## src/rtl/assert_macros.svh

```systemverilog
// Assertion macros used by the top-level RTL file of the comb reverb.
// Depends on nothing; included by files that carry concurrent assertions.
`ifndef ASSERT_MACROS_SVH
`define ASSERT_MACROS_SVH
// Implication checked at every rising clock edge outside reset.
`define ASSERT_IMPLY(label, clk, rst, pre, post) \
  label: assert property (@(posedge clk) disable iff (rst) (pre) |-> (post)) \
    else $error("assertion failed");
// Next-cycle implication checked outside reset.
`define ASSERT_NEXT(label, clk, rst, pre, post) \
  label: assert property (@(posedge clk) disable iff (rst) (pre) |=> (post)) \
    else $error("assertion failed");
`endif

```

## src/rtl/mtcr_pkg.sv

```systemverilog
// Package of the comb reverb: register indexes, modes, divider widths and control, sequencer states.
// Depends on nothing.
package mtcr_pkg;
  localparam int unsigned CfgW = 3;
  localparam logic [CfgW-1:0] REG_ACTIVE = 3'd0;
  localparam logic [CfgW-1:0] REG_DECAY  = 3'd1;
  localparam logic [CfgW-1:0] REG_MODE   = 3'd2;
  localparam logic [CfgW-1:0] REG_LEN_A  = 3'd3;
  localparam logic [CfgW-1:0] REG_LEN_B  = 3'd4;
  localparam logic [CfgW-1:0] REG_LEN_C  = 3'd5;
  localparam logic [CfgW-1:0] REG_LEN_D  = 3'd6;
  localparam logic [1:0] MODE_U8  = 2'd0;
  localparam logic [1:0] MODE_S16 = 2'd1;
  localparam int unsigned NumW = 64;
  localparam int unsigned DenW = 20;
  typedef enum logic [2:0] {
    ST_CLEAR, ST_IDLE, ST_READ, ST_MUL, ST_DIV, ST_WRITE, ST_OUT
  } state_t;
  typedef struct packed {
    logic start;
    logic busy;
    logic done;
  } div_ctl_t;
endpackage

```

## src/rtl/mtcr_div.sv

```systemverilog
// Radix-2 restoring signed divider, truncating toward zero.
// Depends on mtcr_pkg.
module mtcr_div (
  input  logic clk,
  input  logic rst,
  input  logic start,
  input  logic signed [mtcr_pkg::NumW-1:0] num,
  input  logic [mtcr_pkg::DenW-1:0] den,
  output mtcr_pkg::div_ctl_t ctl,
  output logic signed [mtcr_pkg::NumW-1:0] quo
);
  import mtcr_pkg::*;
  logic [NumW-1:0] q;
  logic [DenW:0] r;
  logic [DenW-1:0] dv;
  logic neg;
  logic [6:0] cnt;
  logic busy;
  logic done;
  logic [DenW:0] trial;
  logic [DenW:0] rs;

  always_comb begin
    rs = {r[DenW-1:0], q[NumW-1]};
    trial = rs - {1'b0, dv};
  end

  always_ff @(posedge clk) begin
    if (rst) begin
      busy <= 1'b0;
      done <= 1'b0;
      cnt <= '0;
    end else begin
      done <= 1'b0;
      if (start) begin
        busy <= 1'b1;
        cnt <= 7'(NumW);
        q <= num[NumW-1] ? NumW'(-num) : NumW'(num);
        neg <= num[NumW-1];
        r <= '0;
        dv <= den;
      end else if (busy) begin
        if (trial[DenW]) begin
          r <= rs;
          q <= {q[NumW-2:0], 1'b0};
        end else begin
          r <= trial;
          q <= {q[NumW-2:0], 1'b1};
        end
        cnt <= cnt - 7'd1;
        if (cnt == 7'd1) begin
          busy <= 1'b0;
          done <= 1'b1;
        end
      end
    end
  end

  assign quo = neg ? -$signed(q) : $signed(q);
  assign ctl = '{start: start, busy: busy, done: done};
endmodule

```

## config.mk

```make
export PLATFORM = sky130hd
export DESIGN_NAME = mtcr_div
export DESIGN_NICKNAME = d
export VERILOG_FILES = /design/src/rtl/assert_macros.svh /design/src/rtl/mtcr_pkg.sv /design/src/rtl/mtcr_div.sv
export SDC_FILE = /design/constraint.sdc
export NUM_CORES = 1
export LEC_CHECK = 0
export BUFFER_PORTS_ARGS = -buffer_cell sky130_fd_sc_hd__clkbuf_2
export CAP_MARGIN = 10
export CORE_MARGIN = 8
export CORE_UTILIZATION = 57
export DETAILED_ROUTE_END_ITERATION = 8
export GPL_TIMING_DRIVEN = 1
export PLACE_DENSITY = 0.81
export SYNTH_ARGS = -nofsm -noshare
export SYNTH_HDL_FRONTEND = slang
export SYNTH_SLANG_ARGS = --single-unit
```

## constraint.sdc

```tcl
create_clock -name clk -period 5.6 [get_ports clk]
set_input_delay 0.28 -clock clk [delete_from_list [all_inputs] [get_ports clk]]
set_output_delay 0.28 -clock clk [all_outputs]
set_load 0.02 [all_outputs]
```

==> results.sh, run 1 <==
export IMPL_max_freq_mhz=234.7
export IMPL_setup_viol=0
export IMPL_die_w_um=138.9
export IMPL_synth_edf_count=105
export IMPL_cp_depth=8
export IMPL_synth_distinct_cells=63
export IMPL_seq_power_share_pct=36.0
export IMPL_final_cell_mix="152 x clkbuf_2, 105 x edfxtp_1, 86 x xnor2_1"
export IMPL_antenna_left=0
export IMPL_postSynthAreaPerCell_um2=9.362
export IMPL_drc_errors=0
export IMPL_grt_busiest_layer="met2"
export IMPL_routed_via_density=6.208
export IMPL_rsz0062_at_grt="false"
export IMPL_via_count=7785
export IMPL_area_delta_synth_final_pct=16.75
export IMPL_postLayoutCoreUtil_pct=67.14
export IMPL_htreeDepth=4
export IMPL_worst_path_max_delay_cell="or4_1"
export IMPL_p_comb_share_pct=27.8
export IMPL_drt_pass1_iterations=6
export IMPL_numCtsBuffers=17
export IMPL_cts_sinks=114
export IMPL_postCtsHoldBufs=0
export IMPL_postCtsSetupBuffers=0
export IMPL_switching_share_pct=31.96
export IMPL_cp_max_fo=7
export IMPL_min_path_type="in2reg"
export IMPL_startpoint_type="flop"
export IMPL_routabilityCongestion=0.9261
export IMPL_regArea_um2=3333
export IMPL_drive_above_1_share_pct=23.26
export IMPL_place_area_um2=9453
export IMPL_tightest_slew_ps=1157
export IMPL_ff2ff_path_depth=12
export IMPL_vdd_drop_max_mv=0.2324
export IMPL_cts_root_buf="clkbuf_16"
export IMPL_fin_hold_ws_ps=41.29
export IMPL_seq_area_frac_synth_pct=38.70
export IMPL_cp_end_kind="output pin"
export IMPL_antenna_cells=0
export IMPL_grt_start_max_net_pins=85
export IMPL_ys_flop_type="edfxtp_1"
export IMPL_antenna_found_initial=0
export IMPL_rows=45
export IMPL_wirelength_mm=23.83
export IMPL_period_needed_ps=4261
export IMPL_clockBufferDepth=2
export IMPL_path_class="reg2out"
export IMPL_grt_use_met1_pct=31.54
export IMPL_fin_total_pwr_w=0.003037
export IMPL_start_util_pct=57.51
export IMPL_grt_pass1_vias=7552
export IMPL_met3_usage_pct=5.232
export IMPL_finalInstanceArea_um2=10060
export IMPL_grtUsageMet2_pct=38.17
export IMPL_internal_power_w=0.002066
export IMPL_post_cts_resized=0
export IMPL_num_fill_cells=1245
export IMPL_syn_num_nets=1032
export IMPL_cpPeakStageDelay_ps=610
export IMPL_die_h_um=138.9
export IMPL_p_clk_share_pct=36.2
export IMPL_power_density_nw_per_um2=302.0
export IMPL_cts_tree="built"
export IMPL_finalHoldViolCount=0
export IMPL_core_area_um2=14980
export IMPL_final_common_cell="clkbuf_2"
export IMPL_min_path_cells=1
export IMPL_track_usage_pct=24.13
export IMPL_finalClockSkew_ps=15.01
export IMPL_status="finished, final reports clean"
export IMPL_p_switching_w=0.0009706
export IMPL_worst_path_buf_inv=1
export IMPL_ys_ff_latch=114
export IMPL_wl_per_cell_um=19.00
export IMPL_arrival_ps=3980
export IMPL_worst_slew_margin_rel_pct=22.80
export IMPL_io_pins=154
export IMPL_min_period_over_period_pct=76.09
export IMPL_fin_tns_setup_ps=0
export IMPL_ys_warn_count=0
export IMPL_syn_inst=920
export IMPL_insertion_delay_ps=420
export IMPL_grt_pass1_wl_mm=38.10
export IMPL_path_cells="or4_1, nor4_2, nand3b_1, or3_1, or2_2, o41ai_1, xnor2_1, clkbuf_2"
export IMPL_dr_first_iter_drc_count=783
export IMPL_multiInputGateArea_um2=4902
export IMPL_nNetsFinal=1165
export IMPL_die_area_um2=19300
export IMPL_cap_violations=0
export IMPL_clkTransAtPathRegs_ps=50
export IMPL_slew_viol_final=0
export IMPL_cp_required_ps=5320
export IMPL_p_leak_nw=3.817
export IMPL_numPortBuffers=153
export IMPL_synthesis_area_um2=8613
export IMPL_dp_hpwl_mm=17.41
export IMPL_crit_family="simple AND/OR/NAND/NOR gates"
export IMPL_gr_total_overflow=0
export IMPL_async_reset_ff_share_pct=0
final cells by class:
class	instances	share of cell area, %
clock buffers	18	4.367
multi-input cells	718	48.75
clock inverters	14	1.630
inverters	41	1.530
well taps	188	2.339
repair buffers	161	8.237
flip-flops and latches	114	33.15
flip-flops by register name, summed over array words and instances (netlist names):
signal and cells:
q 64, dv 20, r 20, cnt 7, busy 1, done 1
neg 1
cell usage after synthesis, drive strengths merged (21+ instances only):
| cell type | count | area [um^2] |
|---|---|---|
| a21oi | 77 | 396.6 |
| ha | 24 | 300.3 |
| or4 | 21 | 170.2 |
| nand3 | 28 | 140.1 |
| inv | 41 | 153.9 |
| o31ai | 37 | 277.8 |
| o41ai | 25 | 226.5 |
| nand2 | 67 | 251.5 |
| o21ai | 56 | 280.3 |
| edfxtp | 105 | 3153 |
| clkbuf | 41 | 187.7 |
| mux2 | 29 | 326.6 |
| nor2 | 72 | 270.3 |
| xnor2 | 86 | 753.2 |
| or3 | 24 | 152.6 |
| xor2 | 53 | 464.2 |
path summary, 6_finish.rpt:
path | start | slack, ps | endpoint
setup / recovery | q[5]$_DFFE_PP_ | 1340 | quo[62]
hold / removal | den[12] | 40 | dv[12]$_DFFE_PP_
setup reg to reg | q[63]$_DFFE_PP_ | 1490 | r[13]$_SDFFCE_PP0P_
hold reg to reg | cnt[1]$_SDFFE_PP0P_ | 500 | cnt[1]$_SDFFE_PP0P_
power by group through the flow:
stage               Sequential (W)  Clock [W]  Combinational [W]
floorplan                  0.00109          0           0.000597
global placement           0.00110          0           0.000817
detailed placement         0.00111          0           0.000834
CTS                        0.00109    0.00111           0.000840
global route               0.00110    0.00115           0.000918
finish                     0.00109    0.00110           0.000845
per-layer routing:
layer  share of wire (%)  vias to the layer above
li1                    -                     3669
met2                  46                      392
met4                 2.8                        0
met1                  43                     3668
met5                   0                        -
met3                 7.8                       56
through the flow:
step / instances / worst slack, ps
final: 1254 / 1339
after global routing: 1254 / 1108
after CTS: 1254 / 1359
after detailed placement: 1222 / 1569
after global placement: 1222 / 1775
after floorplan: 920 / 823.4
kinds of logic (layout without fill, tap and decap cells):
family	Yosys count	after routing	share of synthesized area, %
simple gates	279	279	16.68
mux	33	33	4.256
compound gates	242	242	18.01
fa+ha+maj	25	25	3.719
flops	114	114	38.70
buf+inv	88	234	4.503
xor+xnor	139	139	14.13
No activity file was read; power rests on OpenSTA's default activity.
==> inputs of run 2 (changes only) <==
CORE_UTILIZATION = 52   (was 57)
PLACE_DENSITY = 0.78   (was 0.81)
clock period = 3.44 ns   (was 5.6 ns; I/O delays follow)
==> results.sh, run 2 (synthesis gave the netlist of run 1 again) <==
export IMPL_top_regs="q (64), dv (20), r (20)"
export IMPL_ff2ff_path_depth=11
export IMPL_cpPeakStageDelay_ps=570
export IMPL_gr_total_overflow=0
export IMPL_max_freq_mhz=289.6
export IMPL_worst_path_max_delay_cell="or4_4"
export IMPL_drc_errors=0
export IMPL_antenna_found_initial=0
export IMPL_regMostFlops="q"
export IMPL_rsz0062_at_grt="true"
export IMPL_grt_start_max_net_pins=85
export IMPL_cp_end_kind="output pin"
export IMPL_rr_startpoint="dv[0]$_DFFE_PP_"
export IMPL_place_area_um2=9751
export IMPL_largest_register_ffs=64
export IMPL_cap_violations=0
export IMPL_rows=47
export IMPL_slew_viol_final=0
export IMPL_status="finished, violations left"
export IMPL_drt_pass1_iterations=5
export IMPL_place_inst=1285
export IMPL_p_leak_nw=4.263
export IMPL_power_density_nw_per_um2=452.9
export IMPL_nNetsFinal=1235
export IMPL_rrSetupSlack_ps=210
export IMPL_track_usage_pct=24.58
export IMPL_rr_endpoint="r[13]$_SDFFCE_PP0P_"
export IMPL_wl_per_cell_um=18.82
export IMPL_cts_sinks=114
export IMPL_path_cells="or4_4, or3_4, or4_4, or3_4, o31ai_4, xnor2_2, clkbuf_8"
export IMPL_final_setup_worst_slack_ps=-12.67
export IMPL_period_needed_ps=3453
export IMPL_dp_hpwl_mm=17.94
export IMPL_die_w_um=144.7
export IMPL_cts_tree="built"
export IMPL_io_pins=154
export IMPL_worst_path_buf_inv=1
export IMPL_vdd_drop_max_mv=0.3723
export IMPL_cp_required_ps=3270
export IMPL_insertion_delay_ps=420
export IMPL_cp_max_fo=5
export IMPL_routed_via_density=5.846
export IMPL_finalHoldViolCount=0
export IMPL_finalInstanceArea_um2=11060
export IMPL_grt_pass1_wl_mm=40.14
export IMPL_antenna_cells=0
export IMPL_core_area_um2=16410
export IMPL_area_delta_synth_final_pct=28.46
export IMPL_clkTransAtPathRegs_ps=60
export IMPL_dr_first_iter_drc_count=747
export IMPL_min_path_type="in2reg"
export IMPL_crit_start="q[49]$_DFFE_PP_"
export IMPL_arrival_ps=3280
export IMPL_final_common_cell="clkbuf_2"
export IMPL_tightest_slew_ps=1191
export IMPL_via_count=7927
export IMPL_worst_slew_margin_rel_pct=20.59
export IMPL_routabilityCongestion=0.9311
export IMPL_failed_checks="setup timing"
export IMPL_crit_end="quo[59]"
export IMPL_die_h_um=144.7
export IMPL_path_class="reg2out"
export IMPL_start_util_pct=52.50
export IMPL_layoutNonFillerInstCount=1356
export IMPL_clockBufferDepth=2
export IMPL_finalClockSkew_ps=11.70
export IMPL_grt_pass1_vias=7833
export IMPL_wirelength_mm=25.52
export IMPL_numPortBuffers=153
export IMPL_startpoint_type="flop"
export IMPL_crit_family="simple AND/OR/NAND/NOR gates"
export IMPL_num_fill_cells=1267
export IMPL_die_area_um2=20940
export IMPL_numCtsBuffers=17
export IMPL_setup_viol=2
export IMPL_cp_depth=7
export IMPL_min_period_over_period_pct=100.4
export IMPL_cts_root_buf="clkbuf_16"
export IMPL_min_path_cells=2
export IMPL_final_cell_mix="140 x clkbuf_2, 105 x edfxtp_1, 82 x xnor2_1"
export IMPL_htreeDepth=4
export IMPL_antenna_left=0
export IMPL_drive_above_1_share_pct=29.49
run 2: cell types whose count changed in the layout (fill, tap and decap cells not counted), sizes merged:
cell         before  now
buf               9   63
dlygate4sd3       0   20
clkinv            8    4
bufinv            3    0
clkinvlp          3    6
run 2: metal layers:
metal,global-route usage (%),part of all wire (%)
met4,9.365,1.9
met3,6.102,8.3
met2,39.61,48
met1,31.27,42
met5,0,0
run 2: layout make-up:
| type | count | area [um^2] | area share [%] |
|---|---|---|---|
| Clock buffer | 22 | 508.0 | 4.591 |
| Clock inverter | 10 | 72.57 | 0.6559 |
| Inverter | 41 | 153.9 | 1.391 |
| Multi-Input combinational cell | 718 | 5234 | 47.30 |
| Sequential cell | 114 | 3333 | 30.13 |
| Tap cell | 220 | 275.3 | 2.488 |
| Timing Repair Buffer | 231 | 1488 | 13.45 |
run 2: worst min-delay path by stage:
stage | startpoint | to | slack, ps
floorplan | rst | cnt[6]$_SDFFE_PP0N_ | 240
global placement | den[14] | dv[14]$_DFFE_PP_ | 350
detailed placement | den[15] | dv[15]$_DFFE_PP_ | 350
CTS | rst | cnt[6]$_SDFFE_PP0N_ | 20
global route | rst | busy$_SDFF_PP0_ | 40
finish | rst | cnt[6]$_SDFFE_PP0N_ | 30
run 2: where the power goes:
group	switching (W)	internal (W)	leakage, nW
logic	0.000870	0.000638	2.93
clock network	0.000668	0.00105	0.266
registers	0.000113	0.00167	1.07
total	0.00165	0.00336	4.26
run 2: metrics by stage:
step / utilization [%] / power, W / hold WS, ps / setup WS, ps / TNS (ps)
final: 67.44 / 0.005011 / 34.27 / -12.67 / -14.31
after global routing: 67.44 / 0.005226 / 42.20 / -81.52 / -497.8
after CTS: 66.70 / 0.004997 / 15.14 / -36.61 / -149.7
after detailed placement: 59.43 / 0.003208 / 350.9 / 19.75 / 0
after global placement: 59.43 / 0.003179 / 348.4 / 72.60 / 0
after floorplan: - / 0.002744 / 241.1 / 69.07 / 0
run 2: worst register-to-register path: cells and delay by family, from the launching register on:
family	cells	cell delay (ps)
DFF	1	390
AOI/OAI and AO/OA	7	1660
adders and majority gates	2	640
buffers and inverters	1	180
and+or+nand+nor	1	190
run 2: timing repair:
| item | CTS | global route |
|---|---|---|
| setup buffers | 11 | 8 |
| gates resized for setup | 60 | 18 |
| hold buffers | 20 | 0 |
| pin swaps | 19 | 4 |
| hold endpoints to repair | 20 | 0 |
| setup endpoints to repair | 24 | 28 |
